[src/design/signed_radix_text_converter_assert.svh]
// Assertion macros used by the converter's datapath.
// Each use names a label, a condition, a consequence and a message.
`ifndef SIGNED_RADIX_TEXT_CONVERTER_ASSERT_SVH
`define SIGNED_RADIX_TEXT_CONVERTER_ASSERT_SVH

// Check the consequence in the same cycle as the condition.
`define SRTC_ASSERT_HOLDS(label, ante, cons, msg) \
    label: assert property (@(posedge clk) disable iff (!rst_n) (ante) |-> (cons)) \
        else $error(msg);

// Check the consequence in the cycle after the condition.
`define SRTC_ASSERT_NEXT(label, ante, cons, msg) \
    label: assert property (@(posedge clk) disable iff (!rst_n) (ante) |=> (cons)) \
        else $error(msg);

`endif

[src/design/srtc_pkg.sv]
`default_nettype none

package srtc_pkg;

    localparam int DATA_W     = 32;
    localparam int CHAR_W     = 8;
    localparam int RADIX_W    = 5;
    localparam int SYM_W      = 64;
    localparam int SYM_IDX_W  = 4;
    localparam int ADDR_W     = 5;
    localparam int PDATA_W    = 64;
    localparam int MAX_DIGITS = 32;
    localparam int CNT_W      = 6;
    localparam int STACK_IDX_W = 5;
    localparam int BYTE_IDX_W = 2;

    localparam logic [CHAR_W-1:0] CH_PLUS  = 8'h2B;
    localparam logic [CHAR_W-1:0] CH_MINUS = 8'h2D;
    localparam logic [CHAR_W-1:0] CH_SPACE = 8'h20;
    localparam logic [CHAR_W-1:0] CH_WS_LO = 8'h09;
    localparam logic [CHAR_W-1:0] CH_WS_HI = 8'h0D;

    localparam logic [1:0] REG_RADIX        = 2'd0;
    localparam logic [1:0] REG_SYMBOLS_LOW  = 2'd1;
    localparam logic [1:0] REG_SYMBOLS_HIGH = 2'd2;

    typedef enum logic [1:0] {
        ST_IDLE,
        ST_DIVIDE,
        ST_SIGN,
        ST_EMIT
    } srtc_state_t;

    typedef struct packed {
        logic load;
        logic div;
        logic emit_sign;
        logic emit_digit;
    } srtc_cmd_t;

    typedef struct packed {
        logic div_final;
        logic neg;
        logic last_digit;
        logic out_free;
    } srtc_status_t;

endpackage

`default_nettype wire

[src/design/srtc_cfg.sv]
`default_nettype none

module srtc_cfg #(
    parameter int MAX_RADIX = 16
) (
    input  wire logic                         clk,
    input  wire logic                         rst_n,
    input  wire logic                         psel,
    input  wire logic                         penable,
    input  wire logic                         pwrite,
    input  wire logic [srtc_pkg::ADDR_W-1:0]  paddr,
    input  wire logic [srtc_pkg::PDATA_W-1:0] pwdata,
    output logic      [srtc_pkg::PDATA_W-1:0] prdata,
    output logic      [srtc_pkg::RADIX_W-1:0] radix,
    output logic      [srtc_pkg::SYM_W-1:0]   symbols_low,
    output logic      [srtc_pkg::SYM_W-1:0]   symbols_high,
    output logic                              alpha_ok
);
    import srtc_pkg::*;

    logic [RADIX_W-1:0] radix_reg, radix_next;
    logic [SYM_W-1:0]   sym_low_reg, sym_low_next;
    logic [SYM_W-1:0]   sym_high_reg, sym_high_next;
    logic               alpha_ok_reg, alpha_ok_next;
    logic               wr_en;
    logic [1:0]         reg_idx;

    // Validate the alphabet: range of radix, forbidden bytes, duplicates.
    function automatic logic alpha_check(input logic [RADIX_W-1:0] r,
                                         input logic [2*SYM_W-1:0] s);
        logic             ok;
        logic [CHAR_W-1:0] c;
        ok = (r >= RADIX_W'(2)) && (r <= RADIX_W'(MAX_RADIX));
        for (int i = 0; i < MAX_RADIX; i++) begin
            c = s[i*CHAR_W +: CHAR_W];
            if (RADIX_W'(i) < r) begin
                if (c == '0 || c == CH_PLUS || c == CH_MINUS || c == CH_SPACE ||
                    (c >= CH_WS_LO && c <= CH_WS_HI))
                begin
                    ok = 1'b0;
                end
                for (int j = i + 1; j < MAX_RADIX; j++) begin
                    if (RADIX_W'(j) < r && s[j*CHAR_W +: CHAR_W] == c)
                    begin
                        ok = 1'b0;
                    end
                end
            end
        end
        return ok;
    endfunction

    assign wr_en   = psel && penable && pwrite;
    assign reg_idx = paddr[ADDR_W-1:3];

    always_comb
    begin
        radix_next    = radix_reg;
        sym_low_next  = sym_low_reg;
        sym_high_next = sym_high_reg;
        if (wr_en)
        begin
            unique case (reg_idx)
                REG_RADIX:        radix_next    = pwdata[RADIX_W-1:0];
                REG_SYMBOLS_LOW:  sym_low_next  = pwdata;
                REG_SYMBOLS_HIGH: sym_high_next = pwdata;
                default:          ;
            endcase
        end
        // Judge the alphabet from the values the registers take at this edge.
        alpha_ok_next = alpha_check(radix_next, {sym_high_next, sym_low_next});
    end

    always_ff @(posedge clk or negedge rst_n)
    begin
        if (!rst_n)
        begin
            radix_reg    <= '0;
            sym_low_reg  <= '0;
            sym_high_reg <= '0;
            alpha_ok_reg <= 1'b0;
        end
        else
        begin
            radix_reg    <= radix_next;
            sym_low_reg  <= sym_low_next;
            sym_high_reg <= sym_high_next;
            alpha_ok_reg <= alpha_ok_next;
        end
    end

    always_comb
    begin
        unique case (reg_idx)
            REG_RADIX:        prdata = PDATA_W'(radix_reg);
            REG_SYMBOLS_LOW:  prdata = sym_low_reg;
            REG_SYMBOLS_HIGH: prdata = sym_high_reg;
            default:          prdata = '0;
        endcase
    end

    assign radix        = radix_reg;
    assign symbols_low  = sym_low_reg;
    assign symbols_high = sym_high_reg;
    assign alpha_ok     = alpha_ok_reg;

endmodule

`default_nettype wire

[src/design/srtc_ctrl.sv]
`default_nettype none

module srtc_ctrl (
    input  wire logic                  clk,
    input  wire logic                  rst_n,
    input  wire logic                  s_tvalid,
    output logic                       s_tready,
    input  wire logic                  alpha_ok,
    input  wire srtc_pkg::srtc_status_t status,
    output srtc_pkg::srtc_cmd_t        cmd
);
    import srtc_pkg::*;

    srtc_state_t state_reg, state_next;

    always_ff @(posedge clk or negedge rst_n)
    begin
        if (!rst_n)
        begin
            state_reg <= ST_IDLE;
        end
        else
        begin
            state_reg <= state_next;
        end
    end

    always_comb
    begin
        state_next = state_reg;
        cmd        = '0;
        s_tready   = 1'b0;
        unique case (state_reg)
            ST_IDLE:
            begin
                s_tready = 1'b1;
                // Drop the item when the alphabet is invalid.
                if (s_tvalid && alpha_ok)
                begin
                    cmd.load   = 1'b1;
                    state_next = ST_DIVIDE;
                end
            end
            ST_DIVIDE:
            begin
                cmd.div = 1'b1;
                if (status.div_final)
                begin
                    state_next = status.neg ? ST_SIGN : ST_EMIT;
                end
            end
            ST_SIGN:
            begin
                if (status.out_free)
                begin
                    cmd.emit_sign = 1'b1;
                    state_next    = ST_EMIT;
                end
            end
            ST_EMIT:
            begin
                if (status.out_free)
                begin
                    cmd.emit_digit = 1'b1;
                    if (status.last_digit)
                    begin
                        state_next = ST_IDLE;
                    end
                end
            end
            default:
            begin
                state_next = ST_IDLE;
            end
        endcase
    end

endmodule

`default_nettype wire

[src/design/srtc_dp.sv]
`default_nettype none
`include "signed_radix_text_converter_assert.svh"

module srtc_dp #(
    parameter int MAX_RADIX = 16
) (
    input  wire logic                          clk,
    input  wire logic                          rst_n,
    input  wire srtc_pkg::srtc_cmd_t           cmd,
    output srtc_pkg::srtc_status_t             status,
    input  wire logic [srtc_pkg::DATA_W-1:0]   value,
    input  wire logic [srtc_pkg::RADIX_W-1:0]  radix,
    input  wire logic [srtc_pkg::SYM_W-1:0]    symbols_low,
    input  wire logic [srtc_pkg::SYM_W-1:0]    symbols_high,
    output logic                               m_tvalid,
    input  wire logic                          m_tready,
    output logic      [srtc_pkg::CHAR_W-1:0]   m_tdata,
    output logic                               m_tlast
);
    import srtc_pkg::*;

    localparam int DIGIT_W = (MAX_RADIX > 2) ? $clog2(MAX_RADIX) : 1;
    localparam int NBYTES  = DATA_W / 8;

    logic [DATA_W-1:0]      mag_reg, mag_next;
    logic [DIGIT_W-1:0]     rem_reg, rem_next;
    logic [BYTE_IDX_W-1:0]  byte_reg, byte_next;
    logic                   neg_reg, neg_next;
    logic [CNT_W-1:0]       cnt_reg, cnt_next;
    logic [DIGIT_W-1:0]     stack_reg [MAX_DIGITS];
    logic                   out_valid_reg, out_valid_next;
    logic [CHAR_W-1:0]      out_data_reg, out_data_next;
    logic                   out_last_reg, out_last_next;

    logic [DATA_W-1:0]      abs_val;
    logic [7:0]             div_byte;
    logic [7:0]             quo_byte;
    logic [RADIX_W-1:0]     part_rem;
    logic [DATA_W-1:0]      new_mag;
    logic [STACK_IDX_W-1:0] push_idx;
    logic [STACK_IDX_W-1:0] pop_idx;
    logic [SYM_IDX_W-1:0]   sym_idx;
    logic [2*SYM_W-1:0]     sym_all;

    // Index of the highest nonzero byte, zero for a zero word.
    function automatic logic [BYTE_IDX_W-1:0] top_byte(input logic [DATA_W-1:0] w);
        logic [BYTE_IDX_W-1:0] t;
        t = '0;
        for (int k = 0; k < NBYTES; k++) begin
            if (w[k*8 +: 8] != 8'd0)
            begin
                t = BYTE_IDX_W'(k);
            end
        end
        return t;
    endfunction

    assign abs_val  = value[DATA_W-1] ? (DATA_W'(0) - value) : value;
    assign div_byte = mag_reg[byte_reg*8 +: 8];

    // Long division of one byte by the radix, one quotient bit per step.
    always_comb
    begin
        logic [RADIX_W-1:0] t;
        part_rem = RADIX_W'(rem_reg);
        quo_byte = '0;
        for (int b = 7; b >= 0; b--) begin
            t = {part_rem[RADIX_W-2:0], div_byte[b]};
            if (t >= radix)
            begin
                quo_byte[b] = 1'b1;
                part_rem    = t - radix;
            end
            else
            begin
                part_rem = t;
            end
        end
    end

    always_comb
    begin
        for (int k = 0; k < NBYTES; k++) begin
            new_mag[k*8 +: 8] = (BYTE_IDX_W'(k) == byte_reg) ? quo_byte : mag_reg[k*8 +: 8];
        end
    end

    assign push_idx = cnt_reg[STACK_IDX_W-1:0];
    assign pop_idx  = STACK_IDX_W'(cnt_reg - CNT_W'(1));
    assign sym_idx  = SYM_IDX_W'(stack_reg[pop_idx]);
    assign sym_all  = {symbols_high, symbols_low};

    always_comb
    begin
        mag_next       = mag_reg;
        rem_next       = rem_reg;
        byte_next      = byte_reg;
        neg_next       = neg_reg;
        cnt_next       = cnt_reg;
        out_data_next  = out_data_reg;
        out_last_next  = out_last_reg;
        out_valid_next = out_valid_reg && !m_tready;

        if (cmd.load)
        begin
            mag_next  = abs_val;
            rem_next  = '0;
            byte_next = top_byte(abs_val);
            neg_next  = value[DATA_W-1];
            cnt_next  = '0;
        end

        if (cmd.div)
        begin
            mag_next = new_mag;
            if (byte_reg == '0)
            begin
                // Digit complete: push it and restart at the top byte.
                cnt_next  = cnt_reg + CNT_W'(1);
                rem_next  = '0;
                byte_next = top_byte(new_mag);
            end
            else
            begin
                rem_next  = part_rem[DIGIT_W-1:0];
                byte_next = byte_reg - BYTE_IDX_W'(1);
            end
        end

        if (cmd.emit_sign)
        begin
            out_valid_next = 1'b1;
            out_data_next  = CH_MINUS;
            out_last_next  = 1'b0;
        end

        if (cmd.emit_digit)
        begin
            out_valid_next = 1'b1;
            out_data_next  = sym_all[sym_idx*CHAR_W +: CHAR_W];
            out_last_next  = (cnt_reg == CNT_W'(1));
            cnt_next       = cnt_reg - CNT_W'(1);
        end
    end

    always_ff @(posedge clk or negedge rst_n)
    begin
        if (!rst_n)
        begin
            cnt_reg       <= '0;
            out_valid_reg <= 1'b0;
        end
        else
        begin
            cnt_reg       <= cnt_next;
            out_valid_reg <= out_valid_next;
        end
    end

    always_ff @(posedge clk)
    begin
        mag_reg      <= mag_next;
        rem_reg      <= rem_next;
        byte_reg     <= byte_next;
        neg_reg      <= neg_next;
        out_data_reg <= out_data_next;
        out_last_reg <= out_last_next;
        if (cmd.div && byte_reg == '0)
        begin
            stack_reg[push_idx] <= part_rem[DIGIT_W-1:0];
        end
    end

    assign status.div_final  = (byte_reg == '0) && (new_mag == '0);
    assign status.neg        = neg_reg;
    assign status.last_digit = (cnt_reg == CNT_W'(1));
    assign status.out_free   = !out_valid_reg || m_tready;

    assign m_tvalid = out_valid_reg;
    assign m_tdata  = out_data_reg;
    assign m_tlast  = out_last_reg;

    `SRTC_ASSERT_HOLDS(a_rem_below_radix, cmd.div, RADIX_W'(rem_reg) < radix, "remainder reached radix")
    `SRTC_ASSERT_HOLDS(a_load_stack_empty, cmd.load, cnt_reg == '0, "new item while digits remain")
    `SRTC_ASSERT_HOLDS(a_emit_into_free, cmd.emit_sign || cmd.emit_digit, !out_valid_reg || m_tready, "emit over a waiting character")
    `SRTC_ASSERT_NEXT(a_more_digits, cmd.div && byte_reg == '0 && !status.div_final, mag_reg != '0, "digit loop continued on zero")

endmodule

`default_nettype wire

[src/design/signed_radix_text_converter.sv]
// Flow: an item is accepted in the idle state; for each digit the divide step works through
// the magnitude one byte per step, from its highest nonzero byte down to byte 0; then the '-'
// and digits leave one per cycle from the output register when not stalled.
// Throughput: one number at a time; a new number is taken only after its last digit has
// entered the output register, and the shared byte-wide divide step bounds the rate.
// Reset: config registers clear (radix 0, so items are dropped), controller idles,
// output register empties.
`default_nettype none

module signed_radix_text_converter #(
    parameter int MAX_RADIX = 16
) (
    input  wire logic                         clk,
    input  wire logic                         rst_n,
    // configuration port
    input  wire logic                         psel,
    input  wire logic                         penable,
    input  wire logic                         pwrite,
    input  wire logic [srtc_pkg::ADDR_W-1:0]  paddr,
    input  wire logic [srtc_pkg::PDATA_W-1:0] pwdata,
    output logic      [srtc_pkg::PDATA_W-1:0] prdata,
    output logic                              pready,
    // input stream
    input  wire logic                         s_tvalid,
    output logic                              s_tready,
    input  wire logic [srtc_pkg::DATA_W-1:0]  s_tdata,   // [31:0] value
    // output stream
    output logic                              m_tvalid,
    input  wire logic                         m_tready,
    output logic      [srtc_pkg::CHAR_W-1:0]  m_tdata,   // [7:0] character
    output logic                              m_tlast
);
    import srtc_pkg::*;

    logic [RADIX_W-1:0] radix;
    logic [SYM_W-1:0]   symbols_low;
    logic [SYM_W-1:0]   symbols_high;
    logic               alpha_ok;
    srtc_cmd_t          cmd;
    srtc_status_t       status;

    // Registers never stall the bus.
    assign pready = 1'b1;

    // Config registers plus the alphabet check, judged as each write lands.
    srtc_cfg #(
        .MAX_RADIX (MAX_RADIX)
    ) u_cfg (
        .clk          (clk),
        .rst_n        (rst_n),
        .psel         (psel),
        .penable      (penable),
        .pwrite       (pwrite),
        .paddr        (paddr),
        .pwdata       (pwdata),
        .prdata       (prdata),
        .radix        (radix),
        .symbols_low  (symbols_low),
        .symbols_high (symbols_high),
        .alpha_ok     (alpha_ok)
    );

    // Sequencer: take an item, divide out all digits, then send any sign and the digits.
    srtc_ctrl u_ctrl (
        .clk      (clk),
        .rst_n    (rst_n),
        .s_tvalid (s_tvalid),
        .s_tready (s_tready),
        .alpha_ok (alpha_ok),
        .status   (status),
        .cmd      (cmd)
    );

    // Magnitude, byte-wide divide step, digit stack and output register.
    srtc_dp #(
        .MAX_RADIX (MAX_RADIX)
    ) u_dp (
        .clk          (clk),
        .rst_n        (rst_n),
        .cmd          (cmd),
        .status       (status),
        .value        (s_tdata),
        .radix        (radix),
        .symbols_low  (symbols_low),
        .symbols_high (symbols_high),
        .m_tvalid     (m_tvalid),
        .m_tready     (m_tready),
        .m_tdata      (m_tdata),
        .m_tlast      (m_tlast)
    );

endmodule

`default_nettype wire

[config.mk]
export PLATFORM = sky130hd
export DESIGN_NAME = signed_radix_text_converter
export DESIGN_NICKNAME = d
export VERILOG_FILES = /design/src/design/srtc_pkg.sv /design/src/design/srtc_cfg.sv /design/src/design/srtc_ctrl.sv /design/src/design/srtc_dp.sv /design/src/design/signed_radix_text_converter.sv
export VERILOG_INCLUDE_DIRS = /design/src /design/src/design
export SDC_FILE = /design/constraint.sdc
export NUM_CORES = 1
export LEC_CHECK = 0
export ABC_AREA = 0
export BUFFER_PORTS_ARGS = -buffer_cell sky130_fd_sc_hd__buf_2
export CAP_MARGIN = 20
export CELL_PAD_IN_SITES_DETAIL_PLACEMENT = 0
export CELL_PAD_IN_SITES_GLOBAL_PLACEMENT = 1
export CORE_ASPECT_RATIO = 0.9
export CORE_MARGIN = 10
export CORE_UTILIZATION = 45
export CTS_CLUSTER_DIAMETER = 120
export CTS_CLUSTER_SIZE = 14
export DETAILED_ROUTE_END_ITERATION = 6
export PLACE_DENSITY_LB_ADDON = 0.08
export SLEW_MARGIN = 20
export SYNTH_ARGS = -nofsm -noshare
export SYNTH_HDL_FRONTEND = slang
export SYNTH_SLANG_ARGS = --single-unit
[constraint.sdc]
create_clock -name clk -period 14.5 [get_ports clk]
set_input_delay 0.725 -clock clk [delete_from_list [all_inputs] [get_ports clk]]
set_output_delay 0.725 -clock clk [all_outputs]
set_load 0.01 [all_outputs]
==> reports/metrics.yaml <==
die:
  die-area_um2: 81700
  fp.dieW_um: 300
  die_height_um: 272
  row_count: 92
  io_pins: 184
  core_um2: 70000
  start_util_pct: 45.4
synthesis:
  synthSimpleGateAreaFrac_pct: 12.2
  synth_xor_area_share_pct: 29.7
  synth_area_leader_cell: "xnor2_1"
  synth_seq_cells: 319
  syn_nets: 3605
  synth-compound-area-share_pct: 10.8
  ys_async_sr_fraction_pct: 44.8
  synth_edf_count: 176
  synth-adder-area-share_pct: 2.47
  yosysMostFrequentCell: "xnor2_1"
  synth_warnings: 0
  synth_ff_type: "edfxtp_1"
  synthMuxAreaShare_pct: 10.7
  syn_inst: 3439
  synth.area.top_cells: "xnor2_1 (17%), edfxtp_1 (17%), xor2_1 (13%), dfrtp_1 (11%), mux2i_1 (5.3%)"
  synth_common_cells: "xnor2_1 (609), xor2_1 (468), edfxtp_1 (176), mux2i_1 (169), inv_1 (162)"
  syn_area_um2: 31800
  netlist.area_leader.share_pct: 16.8
  synth_top_family_by_area: "XOR/XNOR gates"
  synth_area_per_cell_um2: 9.24
  yosys.cell_types.count: 75
  yosysSeqAreaShare_pct: 27.9
clocking:
  cts-buffers-inserted: 27
  hold_buffers: 0
  clkTransAtPathRegs_ns: 0.09
  h-tree-depth: 1
  cts_tree: "yes"
  clk_path_buf_depth: 3
  cts_sinks: 319
  cts-root-buf: "clkbuf_16"
  clock_latency_ns: 0.64
cells_and_area:
  largest_reg_flops: 128
  nNetsFinal: 3684
  nFillCells: 6556
  multi_input_area_um2: 21600
  area_growth_pct: 11.2
  ff_latch_area_um2: 8860
  drive_above_1_share_pct: 18.1
min_path:
  worstHoldPathType: "in2async"
drt:
  vias_per_cell: 6.66
  vias: 29799
  ant_nets: 0
  firstDrtPassIters: 7
  drc: 4
  drt-initial-drc-count: 4062
  finalWirelength_um: 150000
  wl_per_cell_um: 33.5
timing:
  relSlewSlack_pct: 19.9
  worst_pin_slew_ns: 1.18
  setup_violations: 0
  worst_slack_ns: 1.19
  rsz0062_at_grt: "no"
  finalSetupTns_ns: 0
  hold_viol: 0
  fmax_mhz: 75.1
  skew_ns: 0.0348
  min_period_over_period_pct: 91.8
  slew_violations: 0
  period_minus_slack_ns: 13.31
critical_path:
  worstReg2RegEnd: "u_ctrl.state_reg[1]"
  slowest_stage: "mux4_2"
  path_class: "reg2reg"
  crit_required_ns: 15.03
  setup.worst_path.end_class: "register"
  worstPathArrival_ns: 13.84
  path_max_fanout: 12
  rr_worst_depth: 66
  reg2reg_slack_ns: 1.19
  r2r_start: "u_dp.mag_reg[31]"
  cp_slowest_stage_delay_ns: 0.54
  cp-start-kind: "register"
  crit_top_cell: "a21o_1"
placed_design:
  place_hpwl_um: 106000
  port_buffers: 179
  place_ws_ns: 0.774
  place_congestion: 0.998
global_route:
  grt_pass1_wl_um: 213000
  grt_overflow_total: 0
  antenna_found_initial: 3
  grt_use_total_pct: 35.4
  grt_pass1_vias: 28649
  grt_max_degree: 69
outcome:
  violations: "design-rule violations"
  status: "finished, violations left"
flow_run:
  drv_cap: 0
==> area by class of cell <==
| type | instances | share of cell area (%) |
|---|---|---|
| Clock inverter | 5 | 0.131 |
| Clock buffer | 42 | 2.07 |
| Multi-Input combinational cell | 2644 | 61.2 |
| Inverter | 176 | 1.87 |
| Tap cell | 940 | 3.33 |
| Antenna cell | 1 | 0.00708 |
| Timing Repair Buffer | 350 | 6.26 |
| Sequential cell | 319 | 25.1 |
==> worst max path at each step <==
stage	from	end	cells past startpoint
final	u_dp.mag_reg[31]	u_ctrl.state_reg[1]	66
after global routing	u_dp.mag_reg[31]	u_ctrl.state_reg[1]	67
after CTS	u_dp.mag_reg[31]	u_ctrl.state_reg[1]	66
after detailed placement	u_dp.mag_reg[31]	u_ctrl.state_reg[1]	66
after global placement	u_dp.mag_reg[31]	u_ctrl.state_reg[1]	66
after floorplan	u_dp.byte_reg[0]	u_dp.stack_reg[0][0]	68
==> stage by stage <==
step           util, %  std cells  hold WS, ns  area [um2]
2_1_floorplan        -       3439        0.429       31800
3_3_place_gp      49.3       4429        0.473       34500
3_5_place_dp      49.3       4429        0.473       34500
4_1_cts           50.4       4476       0.0820       35300
5_1_grt           50.5       4476       0.0875       35300
6_report          50.5       4477       0.0625       35300
==> cells in the final DEF (no fill, tap or decap), types with 11 or more instances in the layout <==
cell         n
xnor2_1    609
xor2_1     468
buf_2      178
edfxtp_1   176
buf_4      169
inv_1      162
nor4_1     142
dfrtp_1    142
nand4_1    119
o21ai_0    101
mux2i_2     98
nand2_1     96
nor2_1      94
a21oi_1     91
nand3_1     86
nor3_1      85
mux2i_1     64
a22o_1      56
ha_1        49
mux4_2      48
a31oi_1     48
a211oi_1    42
mux2_2      40
clkbuf_16   27
nand2b_1    25
o211ai_1    24
o22ai_1     23
a21o_1      22
mux2i_4     21
nor2b_1     17
a311oi_1    16
clkbuf_1    15
o41ai_1     13
o31ai_1     12
inv_2       11
==> layer usage <==
layer / up-vias / track usage (%) / wire length, um
met5: - / 0 / 8
met4: 2 / 16.8 / 8800
met3: 544 / 10.9 / 19700
met2: 2155 / 50.5 / 61000
met1: 14799 / 48.1 / 60300
li1: 12299 / - / -
==> cell families (layout without fill, tap and decap cells) <==
kind of cell | Yosys count | in the layout
xor gates and xnor gates | 1077 | 1077
and+or+nand+nor | 721 | 721
AOI/OAI and AO/OA | 516 | 516
buffers and inverters | 476 | 573
DFF | 319 | 319
muxes | 271 | 271
adders and majority gates | 58 | 58
other | 1 | 2
==> critical path: cells and delay by family (launching register included) <==
family / cells / cell delay, ns
fa+ha+maj: 8 / 2.38
compound gates: 39 / 7.43
mux: 3 / 1.28
simple gates: 10 / 1.07
flops: 1 / 0.41
buf+inv: 6 / 0.59
==> what timing repair did <==
action / in CTS / in global routing
setup endpoints to repair: 0 / 138
resized for setup: 0 / 4
setup buffers: 0 / 0
Power is left out: the tool's default activity adds up to more than one toggle a clock period on the data nets, which glitch-free logic cannot reach.
